===== src/hdl/cfe_pkg.sv =====
// package for the stuffed frame encoder: constants, command types, crc step
// no dependencies
`timescale 1ns / 1ps
`default_nettype none

package cfe_pkg;

    localparam logic [7:0]  HEAD_BYTE  = 8'h01;
    localparam logic [7:0]  TAIL_BYTE  = 8'h03;
    localparam logic [7:0]  ESC_BYTE   = 8'h10;
    localparam logic [7:0]  ESC_OFFSET = 8'h80;
    localparam logic [15:0] CRC_POLY   = 16'h1021;

    localparam logic REQ_START = 1'b0;
    localparam logic REQ_DATA  = 1'b1;

    localparam int FIFO_DEPTH = 4;
    localparam int FIFO_AW    = $clog2(FIFO_DEPTH);
    localparam int FIFO_CW    = $clog2(FIFO_DEPTH + 1);

    typedef enum logic {
        CMD_START,
        CMD_DATA
    } cmd_kind_t;

    typedef struct packed {
        cmd_kind_t   kind;
        logic [7:0]  byte_a;
        logic [15:0] len;
        logic        close;
    } cmd_t;

    typedef struct packed {
        logic full;
        logic empty;
    } fifo_stat_t;

    typedef enum logic [2:0] {
        PH_HEAD,
        PH_TYPE,
        PH_LEN_LO,
        PH_LEN_HI,
        PH_DATA,
        PH_CRC_HI,
        PH_CRC_LO,
        PH_TAIL
    } phase_t;

    function automatic logic [15:0] crc_add(input logic [15:0] c, input logic [7:0] b);
        logic [15:0] x;
        x = c ^ {b, 8'h00};
        for (int i = 0; i < 8; i++)
        begin
            if (x[15])
            begin
                x = {x[14:0], 1'b0} ^ CRC_POLY;
            end
            else
            begin
                x = {x[14:0], 1'b0};
            end
        end
        return x;
    endfunction

endpackage

`default_nettype wire


===== src/hdl/cfe_in_if.sv =====
// input channel of the frame encoder: valid/ready plus request fields
// no dependencies
`timescale 1ns / 1ps
`default_nettype none

interface cfe_in_if;
    logic        valid;
    logic        ready;
    logic        req_type;
    logic [7:0]  frame_type;
    logic [15:0] payload_len;
    logic [7:0]  data_byte;

    modport source (output valid, output req_type, output frame_type,
                    output payload_len, output data_byte, input ready);
    modport sink   (input valid, input req_type, input frame_type,
                    input payload_len, input data_byte, output ready);
endinterface

`default_nettype wire


===== src/hdl/cfe_out_if.sv =====
// output channel of the frame encoder: valid/ready plus wire byte fields
// no dependencies
`timescale 1ns / 1ps
`default_nettype none

interface cfe_out_if;
    logic       valid;
    logic       ready;
    logic [7:0] out_byte;
    logic       run_last;
    logic       frame_end;

    modport source (output valid, output out_byte, output run_last,
                    output frame_end, input ready);
    modport sink   (input valid, input out_byte, input run_last,
                    input frame_end, output ready);
endinterface

`default_nettype wire


===== src/hdl/cfe_front.sv =====
// front end: accepts requests, tracks the open frame, pushes commands
// depends on cfe_pkg and cfe_in_if
`timescale 1ns / 1ps
`default_nettype none

module cfe_front (
    input  wire logic              clk,
    input  wire logic              rst_n,
    cfe_in_if.sink                 req,
    input  wire cfe_pkg::fifo_stat_t stat,
    output cfe_pkg::cmd_t          cmd,
    output logic                   push
);
    import cfe_pkg::*;

    logic        open_reg, open_next;
    logic [15:0] left_reg, left_next;
    logic        accept;

    assign req.ready = !stat.full;
    assign accept    = req.valid && req.ready;

    always_comb
    begin
        open_next  = open_reg;
        left_next  = left_reg;
        push       = 1'b0;
        cmd.kind   = CMD_DATA;
        cmd.byte_a = req.data_byte;
        cmd.len    = req.payload_len;
        cmd.close  = 1'b0;
        if (req.req_type == REQ_START)
        begin
            cmd.kind   = CMD_START;
            cmd.byte_a = req.frame_type;
            cmd.close  = (req.payload_len == 16'd0);
            if (accept)
            begin
                push      = 1'b1;
                open_next = (req.payload_len != 16'd0);
                left_next = req.payload_len;
            end
        end
        else
        begin
            cmd.close = (left_reg == 16'd1);
            if (accept && open_reg)
            begin
                push      = 1'b1;
                left_next = left_reg - 16'd1;
                open_next = (left_reg != 16'd1);
            end
        end
    end

    always_ff @(posedge clk or negedge rst_n)
    begin
        if (!rst_n)
        begin
            open_reg <= 1'b0;
            left_reg <= 16'd0;
        end
        else
        begin
            open_reg <= open_next;
            left_reg <= left_next;
        end
    end

endmodule

`default_nettype wire


===== src/hdl/cfe_cmd_fifo.sv =====
// short command queue between front and back end
// depends on cfe_pkg
`timescale 1ns / 1ps
`default_nettype none

module cfe_cmd_fifo (
    input  wire logic                clk,
    input  wire logic                rst_n,
    input  wire logic                push,
    input  wire cfe_pkg::cmd_t       wr_cmd,
    input  wire logic                pop,
    output cfe_pkg::cmd_t            head,
    output cfe_pkg::fifo_stat_t      stat
);
    import cfe_pkg::*;

    cmd_t                mem [FIFO_DEPTH];
    logic [FIFO_AW-1:0]  wr_ptr_reg, rd_ptr_reg;
    logic [FIFO_CW-1:0]  count_reg;

    assign stat.full  = (count_reg == FIFO_CW'(FIFO_DEPTH));
    assign stat.empty = (count_reg == '0);
    assign head       = mem[rd_ptr_reg];

    always_ff @(posedge clk)
    begin
        if (push)
        begin
            mem[wr_ptr_reg] <= wr_cmd;
        end
    end

    always_ff @(posedge clk or negedge rst_n)
    begin
        if (!rst_n)
        begin
            wr_ptr_reg <= '0;
            rd_ptr_reg <= '0;
            count_reg  <= '0;
        end
        else
        begin
            if (push)
            begin
                wr_ptr_reg <= wr_ptr_reg + FIFO_AW'(1);
            end
            if (pop)
            begin
                rd_ptr_reg <= rd_ptr_reg + FIFO_AW'(1);
            end
            if (push && !pop)
            begin
                count_reg <= count_reg + FIFO_CW'(1);
            end
            else if (pop && !push)
            begin
                count_reg <= count_reg - FIFO_CW'(1);
            end
        end
    end

endmodule

`default_nettype wire


===== src/hdl/cfe_back.sv =====
// back end: walks each command byte by byte, stuffs, runs the crc
// depends on cfe_pkg and cfe_out_if
`timescale 1ns / 1ps
`default_nettype none

module cfe_back (
    input  wire logic                clk,
    input  wire logic                rst_n,
    input  wire cfe_pkg::cmd_t       head,
    input  wire cfe_pkg::fifo_stat_t stat,
    output logic                     pop,
    cfe_out_if.source                frame
);
    import cfe_pkg::*;

    phase_t      phase_reg, phase_next, cur_phase;
    logic        busy_reg, busy_next;
    logic        esc_reg, esc_next;
    logic [15:0] crc_reg, crc_next;
    logic        ovalid_reg;
    logic [7:0]  obyte_reg, obyte_next;
    logic        olast_reg, olast_next;
    logic        oend_reg, oend_next;
    logic        go, stuffable, esc_first, final_step;
    logic [7:0]  raw;

    assign go        = (busy_reg || !stat.empty) && (!ovalid_reg || frame.ready);
    assign cur_phase = busy_reg ? phase_reg
                                : ((head.kind == CMD_START) ? PH_HEAD : PH_DATA);

    always_comb
    begin
        case (cur_phase)
            PH_HEAD:   raw = HEAD_BYTE;
            PH_TYPE:   raw = head.byte_a;
            PH_LEN_LO: raw = head.len[7:0];
            PH_LEN_HI: raw = head.len[15:8];
            PH_DATA:   raw = head.byte_a;
            PH_CRC_HI: raw = crc_reg[15:8];
            PH_CRC_LO: raw = crc_reg[7:0];
            PH_TAIL:   raw = TAIL_BYTE;
            default:   raw = TAIL_BYTE;
        endcase
        stuffable  = (cur_phase != PH_HEAD) && (cur_phase != PH_TAIL);
        esc_first  = stuffable && !esc_reg && (raw inside {HEAD_BYTE, TAIL_BYTE, ESC_BYTE});
        final_step = !esc_first
                     && (cur_phase == PH_TAIL
                         || ((cur_phase == PH_LEN_HI || cur_phase == PH_DATA)
                             && !head.close));
    end

    // next state
    always_comb
    begin
        phase_next = phase_reg;
        busy_next  = busy_reg;
        esc_next   = esc_reg;
        if (go)
        begin
            busy_next  = !final_step;
            esc_next   = esc_first;
            phase_next = cur_phase;
            if (!esc_first)
            begin
                case (cur_phase)
                    PH_HEAD:   phase_next = PH_TYPE;
                    PH_TYPE:   phase_next = PH_LEN_LO;
                    PH_LEN_LO: phase_next = PH_LEN_HI;
                    PH_LEN_HI: phase_next = PH_CRC_HI;
                    PH_DATA:   phase_next = PH_CRC_HI;
                    PH_CRC_HI: phase_next = PH_CRC_LO;
                    PH_CRC_LO: phase_next = PH_TAIL;
                    PH_TAIL:   phase_next = PH_HEAD;
                    default:   phase_next = PH_HEAD;
                endcase
            end
        end
    end

    // outputs
    always_comb
    begin
        pop        = go && final_step;
        crc_next   = crc_reg;
        olast_next = final_step;
        oend_next  = (cur_phase == PH_TAIL);
        if (esc_first)
        begin
            obyte_next = ESC_BYTE;
        end
        else if (esc_reg)
        begin
            obyte_next = raw + ESC_OFFSET;
        end
        else
        begin
            obyte_next = raw;
        end
        if (go && !esc_first)
        begin
            case (cur_phase)
                PH_HEAD:   crc_next = 16'd0;
                PH_TYPE,
                PH_LEN_LO,
                PH_LEN_HI,
                PH_DATA:   crc_next = crc_add(crc_reg, raw);
                default:   crc_next = crc_reg;
            endcase
        end
    end

    always_ff @(posedge clk or negedge rst_n)
    begin
        if (!rst_n)
        begin
            phase_reg  <= PH_HEAD;
            busy_reg   <= 1'b0;
            esc_reg    <= 1'b0;
            crc_reg    <= 16'd0;
            ovalid_reg <= 1'b0;
        end
        else
        begin
            phase_reg <= phase_next;
            busy_reg  <= busy_next;
            esc_reg   <= esc_next;
            crc_reg   <= crc_next;
            if (go)
            begin
                ovalid_reg <= 1'b1;
            end
            else if (frame.ready)
            begin
                ovalid_reg <= 1'b0;
            end
        end
    end

    always_ff @(posedge clk)
    begin
        if (go)
        begin
            obyte_reg <= obyte_next;
            olast_reg <= olast_next;
            oend_reg  <= oend_next;
        end
    end

    assign frame.valid     = ovalid_reg;
    assign frame.out_byte  = obyte_reg;
    assign frame.run_last  = olast_reg;
    assign frame.frame_end = oend_reg;

endmodule

`default_nettype wire


===== src/hdl/crc_stuffed_frame_encoder_core.sv =====
// top level of the byte-stuffed frame encoder with crc-16/xmodem
// depends on cfe_pkg, cfe_in_if, cfe_out_if, cfe_front, cfe_cmd_fifo, cfe_back
`timescale 1ns / 1ps
`default_nettype none

// The encoder puts out one wire byte per clock while the output side is ready
// and a command is pending. A request transaction causes these wire bytes: a
// payload byte gives one, or two when stuffed, plus three to five more when it
// closes the frame; a start gives four to seven, and up to twelve for an empty
// payload. The byte sequencer in the back end and its single output register
// produce these bytes. Requests are taken every cycle while the four-entry
// command queue has room, so the front end runs ahead of the output by up to
// four transactions; stray payload bytes are dropped there.

module crc_stuffed_frame_encoder_core (
    input  wire logic clk,
    input  wire logic rst_n,
    cfe_in_if.sink    item,
    cfe_out_if.source frame
);
    import cfe_pkg::*;

    cmd_t       wr_cmd;
    cmd_t       head;
    fifo_stat_t stat;
    logic       push;
    logic       pop;

    cfe_front u_front (
        .clk   (clk),
        .rst_n (rst_n),
        .req   (item),
        .stat  (stat),
        .cmd   (wr_cmd),
        .push  (push)
    );

    cfe_cmd_fifo u_fifo (
        .clk    (clk),
        .rst_n  (rst_n),
        .push   (push),
        .wr_cmd (wr_cmd),
        .pop    (pop),
        .head   (head),
        .stat   (stat)
    );

    cfe_back u_back (
        .clk   (clk),
        .rst_n (rst_n),
        .head  (head),
        .stat  (stat),
        .pop   (pop),
        .frame (frame)
    );

    a_no_push_full: assert property (@(posedge clk) disable iff (!rst_n)
        push |-> !stat.full)
        else $error("command pushed into full queue");

    a_no_pop_empty: assert property (@(posedge clk) disable iff (!rst_n)
        pop |-> !stat.empty)
        else $error("command popped from empty queue");

    a_tail_is_last: assert property (@(posedge clk) disable iff (!rst_n)
        (frame.valid && frame.frame_end) |-> (frame.run_last && frame.out_byte == TAIL_BYTE))
        else $error("tail byte not marked last");

    a_pop_loads_last: assert property (@(posedge clk) disable iff (!rst_n)
        pop |=> (frame.valid && frame.run_last))
        else $error("command retired without a last byte");

endmodule

`default_nettype wire

===== src/flat_wrapper.sv =====
// flat-port wrapper written by rule: the top's interface ports become plain ports
module crc_stuffed_frame_encoder_core_flat import cfe_pkg::*;
  (clk, rst_n, item_valid, item_req_type, item_frame_type, item_payload_len, item_data_byte, item_ready, frame_valid, frame_out_byte, frame_run_last, frame_frame_end, frame_ready);
  cfe_in_if item_i ();
  cfe_out_if frame_i ();
  input  wire logic clk;
  input  wire logic rst_n;
  input wire logic [$bits(item_i.valid)-1:0] item_valid;
  input wire logic [$bits(item_i.req_type)-1:0] item_req_type;
  input wire logic [$bits(item_i.frame_type)-1:0] item_frame_type;
  input wire logic [$bits(item_i.payload_len)-1:0] item_payload_len;
  input wire logic [$bits(item_i.data_byte)-1:0] item_data_byte;
  output wire logic [$bits(item_i.ready)-1:0] item_ready;
  output wire logic [$bits(frame_i.valid)-1:0] frame_valid;
  output wire logic [$bits(frame_i.out_byte)-1:0] frame_out_byte;
  output wire logic [$bits(frame_i.run_last)-1:0] frame_run_last;
  output wire logic [$bits(frame_i.frame_end)-1:0] frame_frame_end;
  input wire logic [$bits(frame_i.ready)-1:0] frame_ready;
  assign item_i.valid = item_valid;
  assign item_i.req_type = item_req_type;
  assign item_i.frame_type = item_frame_type;
  assign item_i.payload_len = item_payload_len;
  assign item_i.data_byte = item_data_byte;
  assign item_ready = item_i.ready;
  assign frame_valid = frame_i.valid;
  assign frame_out_byte = frame_i.out_byte;
  assign frame_run_last = frame_i.run_last;
  assign frame_frame_end = frame_i.frame_end;
  assign frame_i.ready = frame_ready;
  crc_stuffed_frame_encoder_core u_core (.clk(clk), .rst_n(rst_n), .item(item_i), .frame(frame_i));
endmodule

===== config.mk =====
export PLATFORM = sky130hd
export DESIGN_NAME = crc_stuffed_frame_encoder_core_flat
export DESIGN_NICKNAME = d
export VERILOG_FILES = /design/src/hdl/cfe_pkg.sv /design/src/hdl/cfe_in_if.sv /design/src/hdl/cfe_out_if.sv /design/src/hdl/cfe_front.sv /design/src/hdl/cfe_cmd_fifo.sv /design/src/hdl/cfe_back.sv /design/src/hdl/crc_stuffed_frame_encoder_core.sv /design/src/flat_wrapper.sv
export SDC_FILE = /design/constraint.sdc
export NUM_CORES = 1
export LEC_CHECK = 0
export ABC_AREA = 1
export BUFFER_PORTS_ARGS = -buffer_cell sky130_fd_sc_hd__buf_2
export CORE_MARGIN = 2
export CORE_UTILIZATION = 55
export DETAILED_ROUTE_END_ITERATION = 7
export MAX_ROUTING_LAYER = met4
export PLACE_DENSITY = 0.76
export SLEW_MARGIN = 0
export SYNTH_ARGS = -nofsm -noshare
export SYNTH_HDL_FRONTEND = slang
export SYNTH_SLANG_ARGS = --single-unit

===== constraint.sdc =====
create_clock -name clk -period 3.5 [get_ports clk]
set_clock_uncertainty 0.05 [all_clocks]
set_input_delay 0.175 -clock clk [delete_from_list [all_inputs] [get_ports clk]]
set_output_delay 0.175 -clock clk [all_outputs]
set_load 0.005 [all_outputs]

# Word level (Yosys, flattened, before mapping)
# Memories as Yosys holds them, arrays and structs flattened.
# Index checks and enable logic that the tools add are counted.
[word_totals]
mem_bits_rw = 104
register_bits = 56
memories = 2
out_inout_bits = 12
rom_bits = 24
elab_cells = 129
inputBits = 37
[mem_list]
columns = ["name", "words", "word_bits", "rd", "rd_ports_with_merged_regs", "write_ports", "line_no", "rtl"]
rows = [
  ["u_core.u_fifo.mem", 4, 26, 1, 0, 1, "cfe_cmd_fifo.sv:17", "cmd_t mem [FIFO_DEPTH];"],
  ["(name not given)", 8, 3, 1, 0, 0, "cfe_back.sv:65", "case (cur_phase)"],
]
[classes]
n_mux = 45
n_addsub = 6
n_reduce_logical = 39
eq_ne = 15
bitwise = 9
[ops]
columns = ["operator", "count"]
rows = [
  ["2-to-1 mux 16 bit", 17],
  ["2-to-1 mux 13 bit", 8],
  ["one-hot mux 8 bit (7 select lines)", 1],
  ["one-hot mux 16 bit (2 select lines)", 1],
  ["inverter 3 bit", 8],
  ["== test 16 x 1 -> 1 bit, second input constant", 1],
  ["logical NOT 16 bit", 1],
  ["inequality test 16 x 1 -> 1 bit, second input constant", 1],
  ["nonzero test 16 bit", 1],
  ["subtractor 16 x 1 -> 16 bit, second input constant", 1],
  ["XOR 16 bit", 1],
  ["== test 3 bit, second input constant", 5],
  ["2-to-1 mux 3 bit", 5],
  ["logical AND 1 bit", 12],
  ["2-to-1 mux 1 bit", 11],
  ["logical NOT 1 bit", 9],
  ["2-to-1 mux 9 bit", 1],
  ["adder 8 bit, second input constant", 1],
  ["== test 8 x 1 -> 1 bit, second input constant", 1],
  ["== test 8 x 2 -> 1 bit, second input constant", 1],
  ["== test 8 x 5 -> 1 bit, second input constant", 1],
  ["2-to-1 mux 8 bit", 1],
  ["nonzero test 2 bit", 4],
  ["== test 3 x 2 -> 1 bit, second input constant", 2],
  ["12 further kinds", 19],
]

# Longest topological paths before layout
# Gate-level depths: netlist of the first run.
# An unclocked memory read counts as a cell.
[logic_depth]
depth_word = 39
mapped_depth = 24
depth_no_buf = 23

# Hierarchy
# From an unflattened synthesis of the first run, not the netlist that was laid out.
[hier_totals]
hier_cells = 956
hier_area_um2 = 8712.1
[modules_own_cells]
columns = ["module", "instances", "area_per_inst_um2", "cells_per_inst", "seq_area_each_um2"]
rows = [
  ["cfe_cmd_fifo", 1, 4654.5, 351, 3298.2],
  ["cfe_back", 1, 2494.9, 350, 850.8],
  ["cfe_front", 1, 1562.7, 255, 425.4],
]

# Worst setup path before layout of the first run
# No wires, ideal clock.
[synth_timing]
kind = "register to register"
start = "reg u_core.u_back.busy_reg"
end = "reg u_core.u_fifo.count_reg[2]"
setup_ns = 0.131
path_stages_with_launch = 22
path_buffers = 2
synth_period_minus_slack_ns = 3.335
required_time_ns = 3.319
path_slack_ns = 0.165
arrival_time_ns = 3.154
cell_sequence = "dfrtp_1 -> nand2_1 -> inv_1 -> ha_1 -> clkbuf_1 -> clkbuf_1 -> nand3_1 -> nand2_1 -> nor2_2 -> nand2_2 -> nand2_1 -> nand2_1 -> nand2_1 -> nor2_4 -> nor2_2 -> nand2_1 -> ha_1 -> inv_1 -> fa_1 -> a21oi_1 -> o21ai_0 -> xor2_1"
[synth_between]
elab_chain_cells = 13
elab_cells_between_ends = 33
classes_between = "eq/ne: 11; mux: 3; reduce/logical: 19"
[synth_lines]
columns = ["element", "line_no", "rtl"]
rows = [
  ["start: declaration", "cfe_back.sv:17", "logic busy_reg, busy_next;"],
  ["start signal: assignment", "cfe_back.sv:125", "busy_reg <= busy_next;"],
  ["2-to-1 mux 3 bit", "cfe_back.sv:28", "assign cur_phase = busy_reg ? phase_reg"],
  ["== test 3 bit or == test 3 x 1 -> 1 bit (tied branches)", "cfe_back.sv:33, cfe_back.sv:48", ""],
  ["OR reduction 2 bit (no line)", "-", ""],
  ["one-hot mux 8 bit (7 select lines)", "cfe_back.sv:33", "case (cur_phase)"],
  ["== test 8 x 1 -> 1 bit, or another cell as far along", "cfe_back.sv:45", "esc_first = stuffable && !esc_reg && (raw inside {HEAD_BYTE, TAIL_BYTE, ESC_BYTE});"],
  ["nonzero test 3 bit", "cfe_back.sv:45", ""],
  ["logical AND 1 bit", "cfe_back.sv:45", ""],
  ["logical NOT 1 bit", "cfe_back.sv:46", "final_step = !esc_first"],
  ["logical AND 1 bit", "cfe_back.sv:47", "&& (cur_phase == PH_TAIL"],
  ["logical AND 1 bit (*)", "cfe_back.sv:83", "pop = go && final_step;"],
  ["logical NOT 1 bit", "cfe_cmd_fifo.sv:51", "if (push && !pop)"],
  ["logical AND 1 bit", "cfe_cmd_fifo.sv:51", ""],
  ["2-to-1 mux 3 bit or nonzero test 2 bit (tied branches)", "-", ""],
  ["end signal: assignment", "cfe_cmd_fifo.sv:53", "count_reg <= count_reg + FIFO_CW'(1);"],
  ["end signal: assignment", "cfe_cmd_fifo.sv:57", "count_reg <= count_reg - FIFO_CW'(1);"],
  ["end: declaration", "cfe_cmd_fifo.sv:19", "logic [FIFO_CW-1:0] count_reg;"],
]
# Every way passes the cells marked *; elsewhere a longest branch is shown, timed or not.
# A chain may end at the register's enable or synchronous reset.

# Worst setup path in the final report of the first run
[layout_timing]
start = "reg u_core.u_fifo.rd_ptr_reg[0]"
end = "reg u_core.u_fifo.count_reg[1]"
[layout_between]
elab_chain_cells = 15
elab_cells_between_ends = 34
classes_between = "eq/ne: 11; mux: 4; reduce/logical: 18; memory: 1"
[layout_lines]
columns = ["element", "line_no", "rtl"]
rows = [
  ["start: declaration", "cfe_cmd_fifo.sv:18", "logic [FIFO_AW-1:0] wr_ptr_reg, rd_ptr_reg;"],
  ["start signal: assignment", "cfe_cmd_fifo.sv:49", "rd_ptr_reg <= rd_ptr_reg + FIFO_AW'(1);"],
  ["memory (4 x 26 bit) (*)", "-", ""],
  ["2-to-1 mux 3 bit", "cfe_back.sv:29", ": ((head.kind == CMD_START) ? PH_HEAD : PH_DATA);"],
  ["2-to-1 mux 3 bit", "cfe_back.sv:28", ""],
  ["== test 3 bit or == test 3 x 1 -> 1 bit (tied branches)", "cfe_back.sv:33, cfe_back.sv:48", ""],
  ["OR reduction 2 bit (no line)", "-", ""],
  ["one-hot mux 8 bit (7 select lines)", "cfe_back.sv:33", ""],
  ["== test 8 x 1 -> 1 bit, or another cell as far along", "cfe_back.sv:45", ""],
  ["nonzero test 3 bit", "cfe_back.sv:45", ""],
  ["logical AND 1 bit", "cfe_back.sv:45", ""],
  ["logical NOT 1 bit", "cfe_back.sv:46", ""],
  ["logical AND 1 bit (*)", "cfe_back.sv:47", ""],
  ["logical AND 1 bit (*)", "cfe_back.sv:83", ""],
  ["logical NOT 1 bit", "cfe_cmd_fifo.sv:51", ""],
  ["logical AND 1 bit", "cfe_cmd_fifo.sv:51", ""],
  ["2-to-1 mux 3 bit or nonzero test 2 bit (tied branches)", "-", ""],
]
# Marks and branches as above.

==> out/qor.csv, run 1 <==
metric,value,unit
tightest_slew,0.967,ns
antenna_found_initial,0,
final_cell_mix,"215 x nand2_1, 114 x edfxtp_1, 85 x o21ai_0",
dieArea,0.0153,sq mm
numCtsBuffers,17,
num_rows,43,
instances_no_fill,1109,
cp_slowest_cell,dfrtp_2,
first_iter_violations,417,
power_leakage,0.00402,uW
r2r-start,u_core.u_fifo.rd_ptr_reg[0],
worstSetupPathType,flop to flop,
clockBufferDepth,2,
setup_viol,0,
wl,18500,um
start_util,0.565,
vias,6184,
syn_area,0.00787,sq mm
viasPerCell,5.58,
grt_first_pass_wirelength,29200,um
startpoint,u_core.u_fifo.rd_ptr_reg[0],
path_max_fanout,6,
drv_slew,0,
place_congestion,0.907,
max_stage_delay,0.46,ns
max_cap_viol_count,0,
layout-drive-gt1-share,0.188,
cpMostUsedCell,nand2_1,
startpoint_type,flop,
layout_commonest_cell,nand2_1,
track_usage,0.262,
drtAntennaViolNets,0,
nets,964,
port_buffers,48,
first_pass_iters,5,
clock_sinks,160,
synth_nets,874,
clkSlewWorstSetupHoldPaths,0.06,ns
pin_count,49,
hold_slack,0.0393,ns
die_x,124,um
ys_ff_latch,160,
fmaxAchievable,305,MHz
power_density,1010,mW/mm^2
drc,0,
cts_tree,done,
grt_overflow,0,
synth_edf_count,114,
crit_required,3.76,ns
cp_data_arrival_time,3.54,ns
yosysUniqueCellTypes,43,
dp_hpwl,11800,um
finalHoldViolCount,0,
min_period,3.28,ns
ys_seq_area_frac,0.581,
synth.avg_cell_area,9.53,sq um
area_growth,18.4,%
path_cells,"clkinv_4, buf_2, buf_4, o21ai_1, o21ai_0, buf_4, nand3_2, nand2_1, nor2_4, nand3_4, inv_2, nand2_1, nand2_1, nor2_4, nor2_2, nand2_2, ha_1, inv_2, fa_2, mux2_2",
cp-end-kind,flop,
core_area,0.0139,sq mm
totalNegativeSetupSlack,0,ns
htreeDepth,4,
antenna_cells,0,
cts.root.buffer_cell,clkbuf_16,
peakVddDrop,0.000656,V
dp.cells,1049,
wl_per_cell,16.7,um
relSlewSlack,0.355,
synthArstFlopShare,0.288,
period_share,0.936,
fp.dieH,124,um
grt_pass1_vias,5902,
postLayoutCoreUtil,0.669,
clk_latency,0.42,ns
largest_register_ffs,104,
ys.flop_type,edfxtp_1,
grt_max_degree,39,
synth_cells,826,
status,completed,
ys_warn_count,0,
min_from,item_frame_type[0],
hold_path.class,primary input to flop,
==> path summary, 6_finish.rpt <==
path                                          endpoint  slack [ns]  depth (start not counted)
max reg2reg                 u_core.u_fifo.count_reg[1]        0.22                         20
min                           u_core.u_fifo.mem[1][17]        0.04                          3
min reg2reg                    u_core.u_front.open_reg        0.46                          2
max                         u_core.u_fifo.count_reg[1]        0.22                         20
min in group asynchronous    u_core.u_back.frame.valid        0.39                          2
max in group asynchronous  u_core.u_front.left_reg[12]        2.30                          3
==> layer usage <==
metal | wire length (um) | part of all wire | global-route usage
met1 | 7780 | 0.42 | 0.331
met2 | 9160 | 0.49 | 0.426
met3 | 1300 | 0.070 | 0.0559
met4 | 276 | 0.015 | 0.0859
met5 | 0 | 0 | -
==> power breakdown <==
group	switching, uW	total [uW]	internal (uW)
Combinational	3010	4650	1630
Sequential	319	2960	2640
Clock	723	1790	1060
Total	4050	9400	5340
==> layout make-up <==
type | instances | area [sq um]
fillers | 1029 | 4610
flip-flops and latches | 160 | 4580
multi-input cells | 571 | 2960
repair buffers | 102 | 752
clock buffers | 21 | 450
inverters | 64 | 245
well taps | 180 | 225
clock inverters | 11 | 115
==> logic make-up (layout without fill, tap and decap cells) <==
family                     after synthesis  in the layout  synth area share
DFF                                    160            160             0.581
adders and majority gates               11             11            0.0184
buffers and inverters                   95            198            0.0521
and+or+nand+nor                        409            409             0.236
xor gates and xnor gates                13             13            0.0145
AOI/OAI and AO/OA                      137            137            0.0965
muxes                                    1              1           0.00143
==> what timing repair did <==
item / in CTS / in global routing
gates resized for setup: 0 / 25
endpoints found under the hold margin: 102 / 0
endpoints found under the setup margin: 0 / 2
setup buffers: 0 / 8
hold buffers: 18 / 0
==> cell usage after synthesis (10+ instances only) <==
library cell  number  area [sq um]
o21ai_0           90           450
nor2_1            87           327
nand2_1          219           822
a21oi_1           11          55.1
xor2_1            12           105
o22ai_1           20           125
edfxtp_1         114          3420
dfrtp_1           46          1150
nand4_1           15          93.8
nand3_1           43           215
inv_1             56           210
clkbuf_1          20          75.1
ha_1              10           125
==> metrics by stage <==
step	power (uW)	setup WS, ns	instance area, sq um
after CTS	9130	0.119	9150
after detailed placement	7310	0.125	8410
after floorplan	6170	0.165	7870
final	9400	0.224	9320
after global placement	7210	0.208	8410
after global routing	10100	-0.00927	9320
==> worst max-delay path: cells and delay by family, from the launching register on <==
| family | cells | cell delay, ns |
|---|---|---|
| simple gates | 9 | 0.79 |
| buf+inv | 6 | 0.75 |
| fa+ha+maj | 2 | 0.63 |
| flops | 1 | 0.46 |
| mux | 1 | 0.26 |
| compound gates | 2 | 0.19 |
Power figures use the tool's default switching activity.
==> inputs of run 2 (changes only) <==
--- a/config.mk
+++ b/config.mk
@@ -6,5 +6,4 @@
 export NUM_CORES = 1
 export LEC_CHECK = 0
-export ABC_AREA = 1
 export BUFFER_PORTS_ARGS = -buffer_cell sky130_fd_sc_hd__buf_2
 export CORE_MARGIN = 2
==> constraint.sdc (replaced) <==
create_clock -name clk -period 3.5 [get_ports clk]
set_clock_uncertainty 0.05 [all_clocks]
set_input_delay 0.175 -clock clk [delete_from_list [all_inputs] [get_ports clk]]
set_output_delay 0.175 -clock clk [all_outputs]
set_load 0.05 [all_outputs]
==> run 2 against run 1 <==
The flow now finishes with violations (negative setup slack); fmax is 12% lower; first-iteration DRC count shrank 7.7%; critical endpoint is now u_core.u_fifo.count_reg[2]; power is 12% higher; register-to-register slack got worse by 0.43 ns; sequential share of layout area rose by 0.61 points; highest routed layer unchanged; synthesized area fell by 6.5%.
==> out/qor.csv, run 2 <==
metric,value,unit,change
dp.cells,785,,-25%
cts_tree,done,,
clkSlewWorstSetupHoldPaths,0.07,ns,about the same
dp_hpwl,11600,um,-2.3%
grt_max_degree,47,,+21%
status,"complete, but fails checks",,
synthTopCellsByCount,"114 x edfxtp_1, 46 x dfrtp_1, 34 x inv_1, 34 x nand2_1, 32 x o21ai_0",,
violations,negative setup slack,,
dieArea,0.0143,sq mm,-6.3%
crit_buf_inv,2,,-4
path_delay_family,simple AND/OR/NAND/NOR gates,,
cts.root.buffer_cell,clkbuf_16,,
power_leakage,0.00352,uW,-13%
fmaxAchievable,270,MHz,-12%
num_rows,42,,-2.3%
finalHoldViolCount,0,,unchanged
antenna_cells,0,,unchanged
synthXorXnorAreaFrac,0.0369,,+0.0224
synth.top_cell.area_share,0.465,,+0.0302
cp_slowest_cell,mux4_2,,
synth_edf_count,114,,unchanged
first_iter_violations,385,,-7.7%
yosysUniqueCellTypes,55,,+28%
drc,0,,unchanged
final_cell_mix,"114 x edfxtp_1, 62 x buf_4, 48 x buf_2",,
fin_ws,-0.205,ns,-0.430 ns
period_share,1.06,,+0.123
yosysMostFrequentCell,edfxtp_1,,
wl,17000,um,-8.3%
synthArstFlopShare,0.288,,unchanged
yosysTopAreaCell,edfxtp_1,,
startpoint_type,flop,,
totalNegativeSetupSlack,-0.375,ns,-0.375 ns
core_area,0.0131,sq mm,-5.7%
path_cells,"mux4_2, nor3_4, a21oi_2, a221o_1, or4_4, a211oi_4, nor3_2, inv_1, ha_2, inv_2, fa_2, xor2_1, nor2_1, xor2_1",,
cp-end-kind,flop,,
worstSetupPathType,flop to flop,,
drv_slew,0,,unchanged
hold_path.class,primary input to flop,,
clk_latency,0.43,ns,about the same
synth_compound_area_frac,0.103,,+0.00620
drtAntennaViolNets,0,,unchanged
min_period,3.71,ns,+0.430 ns
wl_per_cell,20.1,um,+20%
start_util,0.560,,-0.00468
pin_count,49,,unchanged
clockBufferDepth,2,,unchanged
max_cap_viol_count,0,,unchanged
synth_fa_ha_area_frac,0.0197,,+0.00128
clock_sinks,160,,unchanged
grt_first_pass_wirelength,26700,um,-8.6%
first_pass_iters,5,,unchanged
largest_register_ffs,104,,unchanged
viasPerCell,5.76,,+3.4%
antenna_found_initial,0,,unchanged
layout_commonest_cell,edfxtp_1,,
setup_viol,2,,+2
numCtsBuffers,17,,unchanged
cp_data_arrival_time,4.01,ns,+0.47 ns
crit_required,3.80,ns,+0.04 ns
synth_top_family_by_area,multiplexers,,
peakVddDrop,0.000459,V,-30%
synth.avg_cell_area,14.0,sq um,+47%
yosys.area_share.simple,0.0738,,-0.162
ys_ff_latch,160,,unchanged
tightest_slew,1.16,ns,+0.191 ns
synth_cells,527,,-36%
layout-drive-gt1-share,0.331,,+0.143
power_density,1140,mW/mm^2,+13%
synth_nets,575,,-34%
ys_seq_area_frac,0.621,,+0.0404
fp.dieH,120,um,-3.2%
area_growth,25.0,%,
port_buffers,48,,unchanged
track_usage,0.259,,-0.00370
instances_no_fill,846,,-24%
max_stage_delay,0.57,ns,+0.11 ns
grt_overflow,0,,unchanged
ys_warn_count,0,,unchanged
ys_top_cells_by_area,"edfxtp_1 47%, dfrtp_1 16%, mux4_2 8.0%, xnor2_1 3.0%, o21ai_0 2.2%",,
path_max_fanout,6,,unchanged
rsz0062_at_grt,yes,,
vias,4876,,-21%
nets,705,,-27%
synth.area.mux_share,0.113,,+0.111
cpMostUsedCell,xor2_1,,
htreeDepth,4,,unchanged
place_congestion,0.887,,-2.2%
relSlewSlack,0.228,,-0.128
ys.flop_type,edfxtp_1,,
syn_area,0.00736,sq mm,-6.5%
die_x,120,um,-3.2%
grt_pass1_vias,5040,,-15%
-- run 2: stage by stage --
step	total power [uW]	hold WS (ns)	area, sq um	util	setup WS [ns]
floorplan	6490	-0.171	7390	-	-0.330
global placement	7960	0.344	8200	0.624	-0.133
global route	11000	0.0485	9200	0.701	-0.308
CTS	10400	0.0443	9110	0.694	-0.177
finish	10500	0.0546	9200	0.701	-0.205
detailed placement	8160	0.355	8200	0.624	-0.184
-- run 2: what timing repair did --
action	4_1_cts	5_1_grt
pin swaps	10	8
setup endpoints to repair	2	18
hold endpoints to repair	112	0
resized for setup	11	14
gates cloned	0	0
buffers inserted	6	4
hold buffers	19	0
-- run 2: area by class of cell --
type | count | area, sq um
tap | 176 | 220
clock buffer | 17 | 425
sequential | 160 | 4580
fill | 890 | 3930
inverter | 34 | 128
multi-input combinational | 309 | 2650
timing repair buffer | 135 | 981
clock inverter | 15 | 220
-- run 2: final timing paths --
check                                       startpoint                           to  slack (ns)  depth (start not counted)
setup / recovery           u_core.u_fifo.rd_ptr_reg[0]   u_core.u_fifo.count_reg[2]       -0.21                         14
hold / removal                      item_frame_type[6]     u_core.u_fifo.mem[3][23]        0.05                          2
setup reg to reg           u_core.u_fifo.rd_ptr_reg[0]   u_core.u_fifo.count_reg[2]       -0.21                         14
hold reg to reg              u_core.u_back.frame.valid    u_core.u_back.frame.valid        0.45                          2
max in group asynchronous                        rst_n  u_core.u_fifo.rd_ptr_reg[0]        2.16                          2
min in group asynchronous                        rst_n  u_core.u_fifo.rd_ptr_reg[0]        0.47                          2
-- run 2: power breakdown --
| group | internal [uW] | total [uW] | switching, uW |
|---|---|---|---|
| sequential | 2680 | 3020 | 344 |
| combinational | 2540 | 5470 | 2930 |
| clock | 1220 | 2010 | 793 |
| total | 6440 | 10500 | 4060 |
-- run 2: worst register-to-register path: cells and delay by family, from the launching register on --
kind | cells | cell delay (ns)
multiplexers | 1 | 0.57
AND/OR/NAND/NOR | 4 | 0.88
adder cells (fa/ha/maj) | 2 | 0.51
XOR/XNOR | 2 | 0.30
flip-flops | 1 | 0.48
buffers and inverters | 2 | 0.12
AO/OA/AOI/OAI | 3 | 0.72
-- run 2: cells by family (layout without fill, tap and decap cells) --
logic type	Yosys count	count (layout)
buffers and inverters	58	201
AO/OA/AOI/OAI	108	108
flip-flops	160	160
adder cells (fa/ha/maj)	11	11
AND/OR/NAND/NOR	110	110
multiplexers	49	49
XOR/XNOR	31	31
-- run 2: layer usage --
| metal | vias to the layer above | part of all wire | track usage |
|---|---|---|---|
| li1 | 2247 | - | - |
| met1 | 2434 | 0.40 | 0.299 |
| met2 | 160 | 0.53 | 0.447 |
| met3 | 35 | 0.040 | 0.0566 |
| met4 | 0 | 0.027 | 0.0949 |
| met5 | - | 0 | - |
